===== config.mk =====
export PLATFORM = sky130hd
export DESIGN_NAME = colon_header_packet_parser
export DESIGN_NICKNAME = d
export VERILOG_FILES = /design/src/hw/rtl/chpp_pkg.sv /design/src/hw/rtl/chpp_number.sv /design/src/hw/rtl/chpp_parse_core.sv /design/src/hw/rtl/colon_header_packet_parser.sv
export SDC_FILE = /design/constraint.sdc
export NUM_CORES = 1
export LEC_CHECK = 0
export ABC_AREA = 0
export BUFFER_PORTS_ARGS = -buffer_cell sky130_fd_sc_hd__buf_2
export CAP_MARGIN = 10
export CORE_MARGIN = 3
export CORE_UTILIZATION = 44
export DETAILED_ROUTE_END_ITERATION = 8
export PLACE_DENSITY = 0.62
export SETUP_SLACK_MARGIN = 0.1
export SYNTH_ARGS = -nofsm -noshare
export SYNTH_HDL_FRONTEND = slang
export SYNTH_SLANG_ARGS = --single-unit

===== constraint.sdc =====
create_clock -name clk -period 9.7 [get_ports clk]
set_input_delay 0.485 -clock clk [delete_from_list [all_inputs] [get_ports clk]]
set_output_delay 0.485 -clock clk [all_outputs]
set_load 0.01 [all_outputs]

===== src/hw/rtl/chpp_pkg.sv =====
// shared types and constants of the colon header packet parser
package chpp_pkg;

    localparam logic [7:0] COLON      = 8'h3a;
    localparam logic [7:0] CHAR_PLUS  = 8'h2b;
    localparam logic [7:0] CHAR_MINUS = 8'h2d;
    localparam logic [7:0] CHAR_SPACE = 8'h20;
    localparam logic [7:0] CHAR_TAB   = 8'h09;
    localparam logic [7:0] CHAR_CR    = 8'h0d;
    localparam logic [7:0] CHAR_ZERO  = 8'h30;
    localparam logic [7:0] CHAR_NINE  = 8'h39;

    localparam int unsigned ACC_W    = 16;
    localparam int unsigned PROD_W   = 20;
    localparam logic [ACC_W-1:0] TYPE_LIMIT = 16'hffff;

    typedef enum logic [1:0] {
        KIND_HEADER  = 2'd0,
        KIND_SRC     = 2'd1,
        KIND_SRC_END = 2'd2,
        KIND_PAYLOAD = 2'd3
    } kind_t;

    typedef enum logic [1:0] {
        ST_BLANK  = 2'd0,
        ST_SIGN   = 2'd1,
        ST_DIGITS = 2'd2,
        ST_DONE   = 2'd3
    } stage_t;

    typedef struct packed {
        stage_t stage;
        logic   neg;
        logic   err;
    } num_flags_t;

endpackage


===== src/hw/rtl/chpp_number.sv =====
// one byte step of the decimal number field reader
module chpp_number
(
    input  logic [7:0]                   rx_byte,
    input  logic [chpp_pkg::ACC_W-1:0]   acc,
    input  logic [chpp_pkg::ACC_W-1:0]   limit,
    input  logic                         is_size,
    input  chpp_pkg::stage_t             stage,
    output logic [chpp_pkg::ACC_W-1:0]   acc_next,
    output chpp_pkg::num_flags_t         flags
);

    logic                          digit;
    logic                          blank;
    logic                          sign;
    logic [chpp_pkg::PROD_W-1:0]   acc_wide;
    logic [chpp_pkg::PROD_W-1:0]   prod;

    assign digit = (rx_byte >= chpp_pkg::CHAR_ZERO) && (rx_byte <= chpp_pkg::CHAR_NINE);
    assign blank = (rx_byte == chpp_pkg::CHAR_SPACE) ||
                   ((rx_byte >= chpp_pkg::CHAR_TAB) && (rx_byte <= chpp_pkg::CHAR_CR));
    assign sign  = (rx_byte == chpp_pkg::CHAR_PLUS) || (rx_byte == chpp_pkg::CHAR_MINUS);

    // acc * 10 + digit as two shifts and adds
    assign acc_wide = {{(chpp_pkg::PROD_W - chpp_pkg::ACC_W){1'b0}}, acc};
    assign prod     = (acc_wide << 3) + (acc_wide << 1) +
                      {{(chpp_pkg::PROD_W - 4){1'b0}}, rx_byte[3:0]};

    always_comb
    begin
        acc_next    = acc;
        flags.stage = stage;
        flags.neg   = 1'b0;
        flags.err   = 1'b0;
        priority if (stage == chpp_pkg::ST_DONE)
        begin
            acc_next = acc;
        end
        else if ((stage == chpp_pkg::ST_BLANK) && blank)
        begin
            acc_next = acc;
        end
        else if ((stage == chpp_pkg::ST_BLANK) && sign)
        begin
            flags.stage = chpp_pkg::ST_SIGN;
            flags.neg   = (rx_byte == chpp_pkg::CHAR_MINUS);
            flags.err   = (rx_byte == chpp_pkg::CHAR_MINUS);
        end
        else if (!digit)
        begin
            flags.stage = chpp_pkg::ST_DONE;
        end
        else
        begin
            flags.stage = chpp_pkg::ST_DIGITS;
            if (prod > {{(chpp_pkg::PROD_W - chpp_pkg::ACC_W){1'b0}}, limit})
            begin
                acc_next  = limit;
                flags.err = is_size;
            end
            else
            begin
                acc_next = prod[chpp_pkg::ACC_W-1:0];
            end
        end
    end

endmodule


===== src/hw/rtl/chpp_parse_core.sv =====
// frame state machine: parser state and the result of the item in the input register
module chpp_parse_core
#(
    parameter int unsigned DATA_MAX = 1024,
    parameter int unsigned SIZE_W   = $clog2(DATA_MAX + 1)
)
(
    input  logic                clk,
    input  logic                rst_n,
    input  logic                advance,
    input  logic [7:0]          rx_byte,
    output logic                res_valid,
    output chpp_pkg::kind_t     res_kind,
    output logic [15:0]         res_type,
    output logic [SIZE_W-1:0]   res_size,
    output logic                res_error,
    output logic [7:0]          res_byte,
    output logic                res_last
);

    typedef enum logic [1:0] {
        PH_TYPE = 2'd0,
        PH_SIZE = 2'd1,
        PH_SRC  = 2'd2,
        PH_DATA = 2'd3
    } phase_t;

    phase_t                        phase_reg,  phase_next;
    logic [15:0]                   type_reg,   type_next;
    logic [SIZE_W-1:0]             size_reg,   size_next;
    chpp_pkg::stage_t              stage_reg,  stage_next;
    logic                          neg_reg,    neg_next;
    logic                          err_reg,    err_next;
    logic [SIZE_W-1:0]             left_reg,   left_next;

    logic [chpp_pkg::ACC_W-1:0]    num_acc;
    logic [chpp_pkg::ACC_W-1:0]    num_limit;
    logic [chpp_pkg::ACC_W-1:0]    num_acc_next;
    chpp_pkg::num_flags_t          num_flags;
    logic                          is_colon;
    logic [SIZE_W-1:0]             size_eff;
    logic [SIZE_W-1:0]             left_dec;

    assign is_colon  = (rx_byte == chpp_pkg::COLON);
    assign num_acc   = (phase_reg == PH_SIZE) ?
                       chpp_pkg::ACC_W'(size_reg) : type_reg;
    assign num_limit = (phase_reg == PH_SIZE) ?
                       chpp_pkg::ACC_W'(DATA_MAX) : chpp_pkg::TYPE_LIMIT;
    assign size_eff  = neg_reg ? '0 : size_reg;
    assign left_dec  = left_reg - SIZE_W'(left_reg != '0);

    chpp_number u_number
    (
        .rx_byte  (rx_byte),
        .acc      (num_acc),
        .limit    (num_limit),
        .is_size  (phase_reg == PH_SIZE),
        .stage    (stage_reg),
        .acc_next (num_acc_next),
        .flags    (num_flags)
    );

    always_comb
    begin
        phase_next = phase_reg;
        type_next  = type_reg;
        size_next  = size_reg;
        stage_next = stage_reg;
        neg_next   = neg_reg;
        err_next   = err_reg;
        left_next  = left_reg;
        res_valid  = 1'b0;
        res_kind   = chpp_pkg::KIND_HEADER;
        res_type   = '0;
        res_size   = '0;
        res_error  = 1'b0;
        res_byte   = '0;
        res_last   = 1'b0;
        unique case (phase_reg)
            PH_TYPE:
            begin
                if (is_colon)
                begin
                    if (neg_reg)
                        type_next = '0;
                    neg_next   = 1'b0;
                    stage_next = chpp_pkg::ST_BLANK;
                    phase_next = PH_SIZE;
                end
                else
                begin
                    type_next  = num_acc_next;
                    stage_next = num_flags.stage;
                    neg_next   = neg_reg | num_flags.neg;
                    err_next   = err_reg | num_flags.err;
                end
            end
            PH_SIZE:
            begin
                if (is_colon)
                begin
                    size_next  = size_eff;
                    left_next  = size_eff;
                    phase_next = PH_SRC;
                    res_valid  = 1'b1;
                    res_kind   = chpp_pkg::KIND_HEADER;
                    res_type   = type_reg;
                    res_size   = size_eff;
                    res_error  = err_reg;
                end
                else
                begin
                    size_next  = num_acc_next[SIZE_W-1:0];
                    stage_next = num_flags.stage;
                    neg_next   = neg_reg | num_flags.neg;
                    err_next   = err_reg | num_flags.err;
                end
            end
            PH_SRC:
            begin
                res_valid = 1'b1;
                if (is_colon)
                begin
                    res_kind = chpp_pkg::KIND_SRC_END;
                    if (left_reg == '0)
                        res_last = 1'b1;
                    else
                        phase_next = PH_DATA;
                end
                else
                begin
                    res_kind = chpp_pkg::KIND_SRC;
                    res_byte = rx_byte;
                end
            end
            PH_DATA:
            begin
                res_valid = 1'b1;
                res_kind  = chpp_pkg::KIND_PAYLOAD;
                res_byte  = rx_byte;
                left_next = left_dec;
                res_last  = (left_dec == '0);
            end
            default:
            begin
                phase_next = PH_TYPE;
            end
        endcase
        // end of frame: rearm for the next one
        if (res_last)
        begin
            phase_next = PH_TYPE;
            type_next  = '0;
            size_next  = '0;
            stage_next = chpp_pkg::ST_BLANK;
            neg_next   = 1'b0;
            err_next   = 1'b0;
            left_next  = '0;
        end
    end

    always_ff @(posedge clk or negedge rst_n)
    begin
        if (!rst_n)
        begin
            phase_reg <= PH_TYPE;
            type_reg  <= '0;
            size_reg  <= '0;
            stage_reg <= chpp_pkg::ST_BLANK;
            neg_reg   <= 1'b0;
            err_reg   <= 1'b0;
            left_reg  <= '0;
        end
        else if (advance)
        begin
            phase_reg <= phase_next;
            type_reg  <= type_next;
            size_reg  <= size_next;
            stage_reg <= stage_next;
            neg_reg   <= neg_next;
            err_reg   <= err_next;
            left_reg  <= left_next;
        end
    end

endmodule


===== src/hw/rtl/colon_header_packet_parser.sv =====
// top level of the colon header packet parser: input register, parser, result register
//
// channel | dir | tdata (low bit up)                             | tuser | tlast
// s_axis  | in  | rx_byte                                        | -     | -
// m_axis  | out | msg_type, msg_size, header_error, out_byte, pad | kind  | last
//
// one input byte per cycle sustained while m_axis_tready stays high
// each byte passes the input register, then the parser, then the result register
// rst_n clears the parser state and both valid flags; payload registers keep no reset
// a stalled result holds; the next item still enters the input register if that is empty
module colon_header_packet_parser
#(
    parameter int unsigned DATA_MAX = 1024,
    parameter int unsigned SIZE_W   = $clog2(DATA_MAX + 1),
    parameter int unsigned TDATA_W  = ((25 + SIZE_W + 7) / 8) * 8
)
(
    input  logic               clk,
    input  logic               rst_n,
    input  logic               s_axis_tvalid,
    output logic               s_axis_tready,
    input  logic [7:0]         s_axis_tdata,   // rx_byte
    output logic               m_axis_tvalid,
    input  logic               m_axis_tready,
    output logic [TDATA_W-1:0] m_axis_tdata,   // msg_type, msg_size, header_error, out_byte
    output logic [1:0]         m_axis_tuser,   // kind
    output logic               m_axis_tlast    // last
);

    localparam int unsigned USED_W = 25 + SIZE_W;

    logic                 in_valid_reg;
    logic [7:0]           in_byte_reg;
    logic                 out_valid_reg;
    chpp_pkg::kind_t      out_kind_reg;
    logic [15:0]          out_type_reg;
    logic [SIZE_W-1:0]    out_size_reg;
    logic                 out_err_reg;
    logic [7:0]           out_byte_reg;
    logic                 out_last_reg;

    logic                 out_free;
    logic                 advance;
    logic                 res_valid;
    chpp_pkg::kind_t      res_kind;
    logic [15:0]          res_type;
    logic [SIZE_W-1:0]    res_size;
    logic                 res_error;
    logic [7:0]           res_byte;
    logic                 res_last;

    assign out_free      = !out_valid_reg || m_axis_tready;
    assign advance       = in_valid_reg && out_free;
    assign s_axis_tready = !in_valid_reg || advance;

    always_ff @(posedge clk or negedge rst_n)
    begin
        if (!rst_n)
            in_valid_reg <= 1'b0;
        else if (s_axis_tready)
            in_valid_reg <= s_axis_tvalid;
    end

    always_ff @(posedge clk)
    begin
        if (s_axis_tready && s_axis_tvalid)
            in_byte_reg <= s_axis_tdata;
    end

    chpp_parse_core #(
        .DATA_MAX (DATA_MAX),
        .SIZE_W   (SIZE_W)
    ) u_core (
        .clk       (clk),
        .rst_n     (rst_n),
        .advance   (advance),
        .rx_byte   (in_byte_reg),
        .res_valid (res_valid),
        .res_kind  (res_kind),
        .res_type  (res_type),
        .res_size  (res_size),
        .res_error (res_error),
        .res_byte  (res_byte),
        .res_last  (res_last)
    );

    always_ff @(posedge clk or negedge rst_n)
    begin
        if (!rst_n)
            out_valid_reg <= 1'b0;
        else if (advance)
            out_valid_reg <= res_valid;
        else if (m_axis_tready)
            out_valid_reg <= 1'b0;
    end

    always_ff @(posedge clk)
    begin
        if (advance && res_valid)
        begin
            out_kind_reg <= res_kind;
            out_type_reg <= res_type;
            out_size_reg <= res_size;
            out_err_reg  <= res_error;
            out_byte_reg <= res_byte;
            out_last_reg <= res_last;
        end
    end

    assign m_axis_tvalid = out_valid_reg;
    assign m_axis_tuser  = out_kind_reg;
    assign m_axis_tlast  = out_last_reg;
    assign m_axis_tdata  = {{(TDATA_W - USED_W){1'b0}},
                            out_byte_reg, out_err_reg, out_size_reg, out_type_reg};

endmodule


* Yosys cells after proc, flatten, opt, wreduce, memory -nomap -nowiden
Cells that the tools add are included.
Word-level totals: register bits after elaboration 93, input bits 12, output and inout port bits 45, word-level logic and storage cells 129
Cells by class: $add $sub $neg 3, magnitude comparators 5, equal/unequal tests 15, muxes and demuxes 54, bitwise operators 2, reduce and logical (&&, ||, !) cells 34
Operator list (count):
- 16-bit two-way mux | 11
- 11-bit two-way mux | 6
- 8-bit by 6-bit == test with 1-bit output (second input constant) | 4
- 11-bit logical NOT | 2
- 11-bit case mux with 2 select lines | 1
- 19-bit by 17-bit adder with 20-bit output | 1
- 20-bit by 4-bit adder with 20-bit output | 1
- 20-bit by 16-bit > comparator with 1-bit output | 1
- 2-bit two-way mux | 10
- 1-bit two-way mux | 16
- 8-bit case mux with 2 select lines | 1
- 3-bit by 2-bit != test with 1-bit output (second input constant) | 4
- 3-bit AND reduction | 4
- 11-bit nonzero test | 1
- 11-bit by 1-bit subtractor with 11-bit output | 1
- 8-bit by 4-bit greater-or-equal comparator with 1-bit output (second input constant) | 1
- 8-bit by 6-bit greater-or-equal comparator with 1-bit output (second input constant) | 1
- 8-bit by 4-bit less-or-equal comparator with 1-bit output (second input constant) | 1
- 8-bit by 6-bit less-or-equal comparator with 1-bit output (second input constant) | 1
- 4-bit two-way mux | 2
- 8-bit two-way mux | 1
- 2-bit case mux with 2 select lines | 2
- 2-bit nonzero test | 4
- 1-bit logical AND | 7
- other kinds (15) | 29

* Longest topological paths before layout
Gate-level depths: netlist (run 1).
depth in word-level cells 14, depth in mapped cells 25, depth with buffers taken out 22

* By module
Synthesis (run 1) repeated with hierarchy kept, for this count alone.
Second synthesis, totals: cell total of the unflattened synthesis 684, area total of the unflattened synthesis 6501.2 um^2
By module, submodules not included:
- chpp_parse_core | instances 1, cells an instance 328, area each 2909.0 um^2, seq. area each 1101.1 um^2
- chpp_number | instances 1, cells an instance 293, area each 2030.7 um^2, seq. area each 0.0 um^2
- colon_header_packet_parser | instances 1, cells an instance 63, area each 1561.5 um^2, seq. area each 1461.4 um^2

* Worst setup path after synthesis (run 1)
No wires, ideal clock.
kind reg2reg, start register u_core.phase_reg[1], end register u_core.type_reg[11], arrival 6023 ps, path slack 3551 ps, stages on the path, launching flop included 24, buffers on the path 3, cell sequence dfrtp_1 > buf_6 > inv_1 > ha_1 > clkbuf_1 > mux2_2 > inv_1 > fa_1 > inv_1 > fa_1 > a211oi_2 > o211ai_1 > a21oi_1 > xnor2_1 > ha_1 > a21o_1 > a21oi_1 > o21ai_0 > or4_1 > and3_4 > or3_4 > buf_6 > o2111a_2 > a221o_1
On the way: cells in the longest elaborated chain, start to end 13, elaborated cells on any way between the ends 21, those cells by class add/sub: 2; order compare: 1; eq/ne: 4; mux: 11; reduce/logical: 3
RTL lines:
- start, declared | line chpp_parse_core.sv:28 | phase_t phase_reg, phase_next;
- start signal, assigned | line chpp_parse_core.sv:176 | phase_reg <= phase_next;
- 2-bit by 1-bit == test with 1-bit output | line chpp_parse_core.sv:45, chpp_parse_core.sv:47
- 16-bit two-way mux | line chpp_parse_core.sv:45 | assign num_acc = (phase_reg == PH_SIZE) ?
- 19-bit by 17-bit adder with 20-bit output | line chpp_number.sv:26 | assign prod = (acc_wide << 3) + (acc_wide << 1) +
- 20-bit by 4-bit adder with 20-bit output | line chpp_number.sv:26
- 20-bit by 16-bit > comparator with 1-bit output | line chpp_number.sv:56 | if (prod > {{(chpp_pkg::PROD_W - chpp_pkg::ACC_W){1'b0}}, limit})
- 16-bit two-way mux | line chpp_number.sv:56
- 16-bit two-way mux | line chpp_number.sv:49 | else if (!digit)
- 16-bit two-way mux | line chpp_number.sv:43 | else if ((stage == chpp_pkg::ST_BLANK) && sign)
- 16-bit two-way mux | line chpp_number.sv:39 | else if ((stage == chpp_pkg::ST_BLANK) && blank)
- 16-bit two-way mux | line chpp_number.sv:35 | priority if (stage == chpp_pkg::ST_DONE)
- 16-bit two-way mux | line chpp_parse_core.sv:82 | if (is_colon)
- 16-bit two-way mux | line chpp_parse_core.sv:79 | unique case (phase_reg)
- 16-bit two-way mux | line chpp_parse_core.sv:150 | if (res_last)
- end signal, assigned | line chpp_parse_core.sv:177 | type_reg <= type_next;
- end, declared | line chpp_parse_core.sv:29 | logic [15:0] type_reg, type_next;
Several ways; a longest one is shown, not always the timed one. The select of a mux whose other input is x is not followed. A chain may end at the register's enable or synchronous reset.

* Worst setup path after layout (run 1)
start register u_core.phase_reg[1], end register u_core.size_reg[3]
On the way: cells in the longest elaborated chain, start to end 13, elaborated cells on any way between the ends 19, those cells by class add/sub: 2; order compare: 1; eq/ne: 3; mux: 11; reduce/logical: 2
RTL lines:
- 2-bit by 1-bit == test with 1-bit output | line chpp_parse_core.sv:45, chpp_parse_core.sv:47, chpp_parse_core.sv:79
- 16-bit two-way mux | line chpp_parse_core.sv:45
- 19-bit by 17-bit adder with 20-bit output | line chpp_number.sv:26
- 20-bit by 4-bit adder with 20-bit output | line chpp_number.sv:26
- 20-bit by 16-bit > comparator with 1-bit output | line chpp_number.sv:56
- 16-bit two-way mux | line chpp_number.sv:56
- 16-bit two-way mux | line chpp_number.sv:49
- 16-bit two-way mux | line chpp_number.sv:43
- 16-bit two-way mux | line chpp_number.sv:39
- 16-bit two-way mux | line chpp_number.sv:35
- 11-bit two-way mux | line chpp_parse_core.sv:100 | if (is_colon)
- 11-bit two-way mux | line chpp_parse_core.sv:79
- 11-bit two-way mux | line chpp_parse_core.sv:150
- end signal, assigned | line chpp_parse_core.sv:178 | size_reg <= size_next;
- end, declared | line chpp_parse_core.sv:30 | logic [SIZE_W-1:0] size_reg, size_next;
Several ways; a longest one is shown, not always the timed one. The select of a mux whose other input is x is not followed.

==> results of run 1 <==
-- metrics by stage --
| stage | setup slack [ns] | instances | hold slack [ns] | utilization, % | area [sq um] |
|---|---|---|---|---|---|
| after global routing | 2.663 | 844 | 0.2992 | 50.90 | 6874 |
| after detailed placement | 3.354 | 827 | 0.4837 | 48.44 | 6543 |
| final | 3.280 | 844 | 0.2464 | 50.90 | 6874 |
| after floorplan | 3.551 | 633 | 0.1894 | - | 6222 |
| after CTS | 3.327 | 843 | 0.2608 | 50.84 | 6867 |
| after global placement | 3.566 | 827 | 0.4769 | 48.44 | 6543 |
-- worst max path at each step --
| stage | slack, ns | start | end | depth (start not counted) |
|---|---|---|---|---|
| floorplan | 3.55 | u_core.phase_reg[1] | u_core.type_reg[11] | 23 |
| global placement | 3.57 | u_core.phase_reg[1] | u_core.size_reg[2] | 20 |
| detailed placement | 3.35 | u_core.phase_reg[1] | u_core.size_reg[3] | 20 |
| CTS | 3.33 | u_core.phase_reg[1] | u_core.size_reg[3] | 20 |
| global route | 2.66 | u_core.phase_reg[1] | u_core.size_reg[3] | 20 |
| finish | 3.28 | u_core.phase_reg[1] | u_core.size_reg[3] | 20 |
-- layout by cell type (no fill, tap or decap), drive strengths merged, types with 18 or more instances in the layout --
cell,instances
ha,54
a21oi,40
edfxtp,47
dfrtp,46
and2,18
o21ai,31
nand2,64
inv,24
nor2,33
buf,56
and3,21
-- power by group --
part / switching, W / internal (W)
combinational: 0.000565 / 0.000348
sequential: 0.0000948 / 0.000524
clock: 0.000158 / 0.000228
-- area by class of cell --
class                   count  area [sq um]
well taps                 176         220.2
clock inverters             7         98.84
clock buffers               9         225.2
repair buffers             56         290.3
inverters                  23         86.33
multi-input cells         480          3391
flip-flops and latches     93          2562
fillers                  1230          6631
-- kinds of logic after synthesis --
logic type      Yosys count  synth area share (%)
flops                    93                 41.26
fa+ha+maj                56                 11.52
simple gates            220                 18.45
compound gates          167                 18.96
mux                      14                 2.498
buf+inv                  60                 4.573
xor+xnor                 19                 2.679
other cells               1               0.06038
-- worst reg2reg max path, delay by kind of cell (launching register included) --
kind                     cells  cell delay (ns)
multiplexers                 1             0.32
adder cells (fa/ha/maj)      4             1.89
AND/OR/NAND/NOR              3             1.20
XOR/XNOR                     1             0.18
flip-flops                   1             0.49
AO/OA/AOI/OAI                8             1.88
buffers and inverters        3             0.34
-- routing by layer --
layer  vias to the layer above  track usage [%]
met2                       152            32.67
met5                         -                0
met4                         0            6.824
met1                      2436            26.94
met3                        35            3.945
li1                       2434                -
==> metrics, run 1 <==
Power Density=between 200 and 300 nW/um^2; Setup Buffers After CTS=0; DRT iter0 DRCs=roughly 470; Synthesis Warnings=0; Crit Reg-Reg Startpoint=u_core.phase_reg[1]; Slew Viols, Final=0; largest cells by area after synthesis=edfxtp_1 (23%), dfrtp_1 (19%), ha_1 (11%), nand2_1 (3.9%), a21oi_1 (3.1%); first-pass GRT wire length=~26 mm; area fraction of the dominant cell type after synthesis=~23%; final setup vio count=0; met2 wire length=about 7.4 mm; most frequent cells after synthesis=nand2_1 (64), ha_1 (54), edfxtp_1 (47); Post-synth EDFFs=between 40 and 50; Hold Fails Final Rpt=0; final worst path period need=around 6.4 ns; drt via density=about 6; IO Pins=57; Longest Clk Path Bufs=2; max cap viols=0; core area=13510 sq um; Initial Util=between 40% and 50%; WL/cell=18.56 um; clock insertion delay at the later pin of the skew report=0.34 ns; nature of the critical path endpoint=flip-flop; nets@finish=between 700 and 800; CTS tree=yes; status=completed; Area Growth Syn to Fin=10.68%; area leader, netlist=edfxtp_1; R2R Path End=u_core.size_reg[3]; post-cts hold buffer count=0; Mapped Cells=630; Clock transition at path regs=0.07 ns; CP Data Arrival Time=between 6 and 7 ns; largest net degree at the start of global routing=between 40 and 50; Detailed Place HPWL=about 12 mm; clock buffer count from CTS=9; CP delay by family, top=adder cells; clock skew=around 0.0057 ns; CP Max Fanout=27; Worst Path Buf+Inv=3; slowest CP cell=ha_2; antenna diode count=0; clock sink count=93; CP startpoint kind=flip-flop; crit-path most repeated cell=inv_1; Rel. slew slack=roughly a quarter; cell breakdown of the critical path=inv_1 -> ha_2 -> mux2_2 -> inv_1 -> fa_1 -> inv_1 -> fa_1 -> a211oi_2 -> o211ai_1 -> a21oi_1 -> xnor2_1 -> ha_1 -> a21o_1 -> a21oi_1 -> o21ai_0 -> or4_1 -> and3_4 -> o211ai_1 -> nand3_1 -> o41ai_1; Worst Path Required=between 9 and 10 ns; GRT overflow=0; unrepaired setup endpoints after global routing=no; DRT antenna net count=0; Worst Hold Class=primary input to asynchronous set/reset pin; layout cell share with drive strength beyond 1=between 10% and 20%; Least-Margin Pin Slew=1.134 ns; drt total wl=between 15 and 20 mm; max layer used=met4; Primary FF master, synth=edfxtp_1; Root Driver=clkbuf_16; ys async rst share=49.46%; H-tree levels=3; vias in the first global route=4968; initial antenna violation count=0; WS Path Type=flip-flop to flip-flop; Max Freq=0.1558 GHz; reg-to-reg slack, setup=between 3 and 4 ns; row cnt=42; WL met1=~7.1 mm; Design Power=~0.0019 W; residual DRC count=0; Synth Cell Area=slightly above 6000 sq um; GRT Total Usage=20.10%; Pre-antenna DRT Iters=5; setup_tns=0 ns; post-cts resize count=0; port buffer count=52; R2R depth=20; Synth Area per Inst=just under 10 sq um; final critical-path share of the clock period=about 66%; largest stage delay on the critical path=0.60 ns; gpl congestion=between 0.9 and 1; register area share after synthesis=41.26%; count leader, synth=nand2_1; total die area=15580 sq um; Die Span X=124.8 um; peak supply drop=approximately 0.00012 V; synthesis-stage register bit count=a little over 90; Vias=between 5k and 6k; die height=124.8 um; Synth cell types=67; Leak=3.074 nW; DR WL met3=roughly 810 um
(Power assumes the default switching activity.)
==> inputs of run 2 (changes only) <==
==> constraint.sdc (replaced) <==
create_clock -name clk -period 6 [get_ports clk]
set_input_delay 0.3 -clock clk [delete_from_list [all_inputs] [get_ports clk]]
set_output_delay 0.3 -clock clk [all_outputs]
set_load 0.01 [all_outputs]
==> run 2 against run 1 <==
  * Count of clock-buffer cells in the layout unchanged
  * First-iteration DRC count decreased by 1.7%
  * Via count grew 0.16%
  * Worst hold slack lost 0.12 ns
  * Die area is the same
  * Sequential power grew 61%
  * Sequential share of layout area is 0.37 points lower
  * Critical path type unchanged
==> metrics, run 2 (synthesized netlist as in run 1, its figures left out) <==
core area=13510 sq um (unchanged); CP Data Arrival Time=5.83 ns (was 6.64 ns); CP Max Fanout=11 (was 27); Detailed Place HPWL=11.73 mm (was 11.61 mm); GR Layer Usage met1=26.25% (was 26.94%); clock skew=0.005591 ns (was 0.005670 ns); status=completed (unchanged); setup_tns=0 ns (unchanged); minimum hold slack=0.1297 ns (was 0.2464 ns); sw frac=42.41% (was 42.64%); internal power=0.001809 W (was 0.001100 W); unrepaired setup endpoints after global routing=no (unchanged); port buffer count=52 (unchanged); Area Growth Syn to Fin=11.85% (was 10.68%); combinational share of power=48.7% (was 47.6%); Psw=0.001333 W (was 0.0008179 W); Slew Viols, Final=0 (unchanged); peak supply drop=0.0001943 V (was 0.0001190 V); gpl congestion=0.8869 (was 0.9247); final critical-path share of the clock period=93.28% (was 66.18%); antenna diode count=0 (unchanged); largest net degree at the start of global routing=47 (unchanged); final setup vio count=0 (unchanged); residual DRC count=0 (unchanged); H-tree levels=3 (unchanged); nets@finish=734 (was 731); post-cts hold buffer count=0 (unchanged); first-pass GRT wire length=26.10 mm (was 25.87 mm); Pre-antenna DRT Iters=5 (unchanged); WL/cell=18.43 um (was 18.56 um); Worst Path Required=6.23 ns (was 9.92 ns); Hold Path Depth=1; GRT overflow=0 (unchanged); WS Path Type=flip-flop to flip-flop (unchanged); total die area=15580 sq um (unchanged); Die Span X=124.8 um (unchanged); clock insertion delay at the later pin of the skew report=0.34 ns (about the same); CTS tree=yes (unchanged); CP startpoint kind=flip-flop (unchanged); global routing's busiest layer=met2 (unchanged); clock sink count=93 (unchanged); drt total wl=15.61 mm (was 15.67 mm); met2 Use GR=34.73% (was 32.67%); max cap viols=0 (unchanged); Least-Margin Pin Slew=1.219 ns (was 1.134 ns); clock group share of total power=19.5% (was 20.1%); Worst Hold Class=primary input to flip-flop (was primary input to asynchronous set/reset pin); DRT iter0 DRCs=461 (was 469); clock buffer count from CTS=9 (unchanged); initial antenna violation count=0 (unchanged); drt via density=5.980 (was 5.992); global-route met3 utilization=3.259% (was 3.945%); leading cell type in the layout, fill and taps excluded=nand2_1 (unchanged); Rel. slew slack=18.71% (was 24.38%); Sequential Power Share=31.8% (was 32.3%); nature of the critical path endpoint=flip-flop (unchanged); Hold Fails Final Rpt=0 (unchanged); vias in the first global route=5075 (was 4968); die height=124.8 um (unchanged); Clock transition at path regs=0.07 ns (about the same); Leak=3.094 nW (was 3.074 nW); Power Density=452.3 nW/um^2 (was 279.1 nW/um^2); most frequent cells in the layout=nand2_1 (64), ha_1 (53), buf_2 (52) (unchanged); R2R depth=19 (was 20); final worst path period need=5.597 ns (was 6.420 ns); Vias=5065 (was 5057); GRT Total Usage=20.35% (was 20.10%); Max Freq=0.1787 GHz (was 0.1558 GHz); Longest Clk Path Bufs=2 (unchanged); Root Driver=clkbuf_16 (unchanged); Initial Util=45.99% (unchanged); row cnt=42 (unchanged); layout cell share with drive strength beyond 1=16.39% (was 15.12%); DRT antenna net count=0 (unchanged); IO Pins=57 (unchanged)
==> run 2: changes by cell type in the layout (fill, tap and decap cells not counted), moves of 2 or more <==
cell / change
o41ai_2: +3
clkinvlp_4: +2
o41ai_1: -3
buf_4: +2
==> run 2: layout make-up <==
class / count / area (sq um)
clock buffer: 9 / 225.2
clock inverter: 7 / 97.59
fill: 1202 / 6559
inverter: 23 / 86.33
multi-input combinational: 480 / 3428
sequential: 93 / 2564
tap: 176 / 220.2
timing repair buffer: 59 / 325.3
==> run 2: per-stage QoR <==
step / util (%) / cells / power (W) / worst slack (ns) / cell area [sq um]
after floorplan: - / 633 / 0.002093 / 0.1294 / 6226
after CTS: 51.07 / 845 / 0.003128 / 0.1643 / 6898
after global routing: 51.44 / 847 / 0.003395 / 0.1339 / 6947
after global placement: 48.65 / 829 / 0.002451 / 0.2735 / 6570
final: 51.44 / 847 / 0.003142 / 0.4032 / 6947
after detailed placement: 48.65 / 829 / 0.002506 / 0.07758 / 6570
==> run 2: routing by layer <==
layer  vias up  routed length (um)
met5         -                   0
met4         0                 290
li1       2436                   -
met1      2445                7025
met2       158                7590
met3        26                 708
==> run 2: power groups by stage <==
stage	combinational, W	sequential, W	clock, W
3_5_place_dp	0.00150	0.00101	0
6_report	0.00153	0.000998	0.000613
5_1_grt	0.00172	0.00102	0.000653
3_3_place_gp	0.00145	0.000999	0
2_1_floorplan	0.00112	0.000971	0
4_1_cts	0.00151	0.000994	0.000624
==> run 2: critical path, cell delays in order, from the launching register on <==
cell,delay (ns)
dfrtp_2,0.47
ha_4,0.22
mux2_2,0.26
inv_1,0.06
fa_1,0.50
inv_1,0.07
fa_1,0.49
a211oi_2,0.30
o211ai_1,0.19
a21oi_1,0.22
xnor2_1,0.18
ha_1,0.30
a21o_1,0.19
a21oi_1,0.12
o21ai_0,0.12
or4_1,0.54
and3_4,0.18
or3_4,0.47
o2111a_2,0.33
a221o_1,0.27
==> run 2: what timing repair did <==
action	in CTS	in global routing
buffers inserted	0	1
endpoints found under the setup margin	5	25
resized for setup	1	7
pin swaps	0	0
==> run 2: final timing paths <==
path / to / slack [ns] / from
max: u_core.type_reg[11] / 0.40 / u_core.phase_reg[0]
min: in_byte_reg[6] / 0.13 / s_axis_tdata[6]
max reg2reg: u_core.type_reg[11] / 0.40 / u_core.phase_reg[0]
min reg2reg: u_core.type_reg[6] / 0.51 / u_core.type_reg[6]
max in group asynchronous: u_core.phase_reg[0] / 5.10 / rst_n
min in group asynchronous: m_axis_tvalid / 0.15 / rst_n
==> inputs of run 3 (changes only) <==
--- a/config.mk
+++ b/config.mk
@@ -6,12 +6,13 @@
 export NUM_CORES = 1
 export LEC_CHECK = 0
 export ABC_AREA = 0
-export BUFFER_PORTS_ARGS = -buffer_cell sky130_fd_sc_hd__buf_2
 export CAP_MARGIN = 10
+export CORE_ASPECT_RATIO = 1.25
 export CORE_MARGIN = 3
 export CORE_UTILIZATION = 44
 export DETAILED_ROUTE_END_ITERATION = 8
-export PLACE_DENSITY = 0.62
+export DONT_BUFFER_PORTS = 1
+export PLACE_DENSITY = 0.61
 export SETUP_SLACK_MARGIN = 0.1
 export SYNTH_ARGS = -nofsm -noshare
 export SYNTH_HDL_FRONTEND = slang
==> constraint.sdc (replaced) <==
create_clock -name clk -period 5.1 [get_ports clk]
set_input_delay 0.255 -clock clk [delete_from_list [all_inputs] [get_ports clk]]
set_output_delay 0.255 -clock clk [all_outputs]
set_load 0.01 [all_outputs]
==> run 3 against run 2 <==
  * The flow now finishes with violations (setup timing)
  * Non-clock buffer count rose by 17
  * Worst hold slack worse by 0.12 ns
  * Sequential power increased by 22%
  * Cell count up 1.5%
  * Die area barely moved
  * Clock power rose by 21%
  * Critical endpoint is now u_core.type_reg[3]
  * Largest cell class unchanged
  * Largest power group unchanged
  * Highest routed layer unchanged
==> metrics, run 3 (synthesized netlist as in run 1, its figures left out) <==
Slew Viols, Final=0 (unchanged); nets@finish=752 (was 734); R2R Path End=u_core.type_reg[3] (was u_core.type_reg[11]); peak supply drop=0.0002433 V (was 0.0001943 V); drt total wl=16.82 mm (was 15.61 mm); DRT antenna net count=0 (unchanged); most frequent cells in the layout=nand2_1 (63), buf_4 (63), ha_1 (47), edfxtp_1 (47), dfrtp_1 (46) (was nand2_1 (64), ha_1 (53), buf_2 (52)); CP endpoint=u_core.type_reg[3] (was u_core.type_reg[11]); Worst Path Required=5.33 ns (was 6.23 ns); Die Span X=112.3 um (was 124.8 um); setup_tns=-1.293 ns (was 0 ns); row cnt=47 (was 42); Vias=5225 (was 5065); CP startpoint=u_core.phase_reg[1] (was u_core.phase_reg[0]); antenna diode count=0 (unchanged); cell breakdown of the critical path=inv_6 -> ha_4 -> buf_6 -> mux2_2 -> ha_1 -> ha_2 -> a211oi_2 -> o211ai_1 -> a21oi_1 -> xnor2_1 -> ha_1 -> a21o_1 -> a21oi_2 -> o21ai_2 -> or4_4 -> and3_4 -> o211ai_1 -> nand3_2 -> buf_6 -> o41ai_2 (was ha_4 -> mux2_2 -> inv_1 -> fa_1 -> inv_1 -> fa_1 -> a211oi_2 -> o211ai_1 -> a21oi_1 -> xnor2_1 -> ha_1 -> a21o_1 -> a21oi_1 -> o21ai_0 -> or4_1 -> and3_4 -> or3_4 -> o2111a_2 -> a221o_1); slowest CP cell=or4_4 (was or4_1); CP Max Fanout=12 (was 11); status=finished, violations left (was completed); Worst Hold Class=primary input to flip-flop (unchanged); Clock transition at path regs=0.07 ns (about the same); DRT iter0 DRCs=308 (was 461); unrepaired setup endpoints after global routing=yes (was no); initial antenna violation count=0 (unchanged); Rel. slew slack=39.59% (was 18.71%); core area=13530 sq um (was 13510 sq um); stages on the worst setup path=20 (was 19); R2R depth=20 (was 19); final worst path period need=5.201 ns (was 5.597 ns); largest stage delay on the critical path=0.52 ns (was 0.54 ns); Max Freq=0.1923 GHz (was 0.1787 GHz); clock buffer count from CTS=9 (unchanged); placed instance area=6695 sq um (was 6570 sq um); reg-to-reg slack, setup=-0.10 ns (was 0.40 ns); Initial Util=45.92% (was 45.99%); Power Density=539.6 nW/um^2 (was 452.3 nW/um^2); CTS tree=yes (unchanged); nature of the critical path endpoint=flip-flop (unchanged); Final Instance Area=7659 sq um (was 6947 sq um); drt via density=6.076 (was 5.980); Cell Count, Final, Fillers Out=860 (was 847); Worst Path Buf+Inv=3 (was 2); total die area=15590 sq um (was 15580 sq um); GRT Total Usage=21.33% (was 20.35%); final worst slack=-0.1015 ns (was 0.4032 ns); WL/cell=19.56 um (was 18.43 um); GRT overflow=0 (unchanged); WS Path Type=flip-flop to flip-flop (unchanged); Hold Fails Final Rpt=0 (unchanged); Leak=3.345 nW (was 3.094 nW); Least-Margin Pin Slew=0.9062 ns (was 1.219 ns); IO Pins=57 (unchanged); residual DRC count=0 (unchanged); minimum hold slack=0.01301 ns (was 0.1297 ns); gpl congestion=0.9105 (was 0.8869); FILL cells=1169 (was 1202); vias in the first global route=5160 (was 5075); largest net degree at the start of global routing=47 (unchanged); Crit Reg-Reg Startpoint=u_core.phase_reg[1] (was u_core.phase_reg[0]); clock skew=0.008901 ns (was 0.005591 ns); final setup vio count=22 (was 0); CP delay by family, top=compound AO/OA/AOI/OAI gates (unchanged); Longest Clk Path Bufs=2 (unchanged); Pre-antenna DRT Iters=5 (unchanged); CP Data Arrival Time=5.43 ns (was 5.83 ns); clock sink count=93 (unchanged); Root Driver=clkbuf_16 (unchanged); clock insertion delay at the later pin of the skew report=0.34 ns (about the same); failing checks=setup timing; H-tree levels=3 (unchanged); fin util=56.62% (was 51.44%); Area Growth Syn to Fin=23.31% (was 11.85%); layout cell share with drive strength beyond 1=23.37% (was 16.39%); Hold Path Depth=1 (unchanged); Detailed Place HPWL=12.20 mm (was 11.73 mm); Placed Instances=818 (was 829); port buffer count=0 (was 52); final critical-path share of the clock period=102.0% (was 93.28%); die height=138.8 um (was 124.8 um); first-pass GRT wire length=26.81 mm (was 26.10 mm); CP startpoint kind=flip-flop (unchanged); max cap viols=0 (unchanged)
-- run 3: cell type report --
class,count,area (sq um),area share [%]
clock inverters,7,101.3,1.323
well taps,171,214.0,2.794
repair buffers,76,624.3,8.152
multi-input cells,481,3840,50.14
flip-flops and latches,93,2562,33.46
clock buffers,9,225.2,2.941
inverters,23,91.34,1.193
-- run 3: worst min-delay path by stage --
stage,to,from,slack [ns]
5_1_grt,in_valid_reg,s_axis_tvalid,0.003
4_1_cts,in_valid_reg,s_axis_tvalid,0.004
2_1_floorplan,in_valid_reg,rst_n,-0.04
3_3_place_gp,u_core.type_reg[10],rst_n,-0.04
6_report,in_valid_reg,s_axis_tvalid,0.01
3_5_place_dp,u_core.type_reg[9],rst_n,-0.04
-- run 3: repair_timing --
action	4_1_cts	5_1_grt
cloned	1	0
hold endpoints to repair	54	0
setup endpoints to repair	24	28
hold buffers	10	0
gates resized for setup	34	29
setup buffers	14	1
pin swaps	16	15
-- run 3: power by group --
group          internal (W)  switching (W)  leakage (nW)
Sequential          0.00100       0.000215          1.06
Clock              0.000437       0.000303         0.160
Combinational      0.000946        0.00123          2.13
Total               0.00238        0.00175          3.35
-- run 3: routing by layer --
layer  part of all wire [%]  up-vias  track usage [%]
li1                       -     2473                -
met1                     42     2547            27.18
met2                     51      166            36.33
met3                    3.8       39            3.317
met4                    3.2        0            8.165
met5                      0        -                0
-- run 3: through the flow --
stage	worst slack (ns)	power (W)
2_1_floorplan	-0.1991	0.002508
3_3_place_gp	-0.1293	0.003084
3_5_place_dp	-0.2405	0.003141
4_1_cts	-0.07310	0.004040
5_1_grt	-0.3049	0.004433
6_report	-0.1015	0.004132
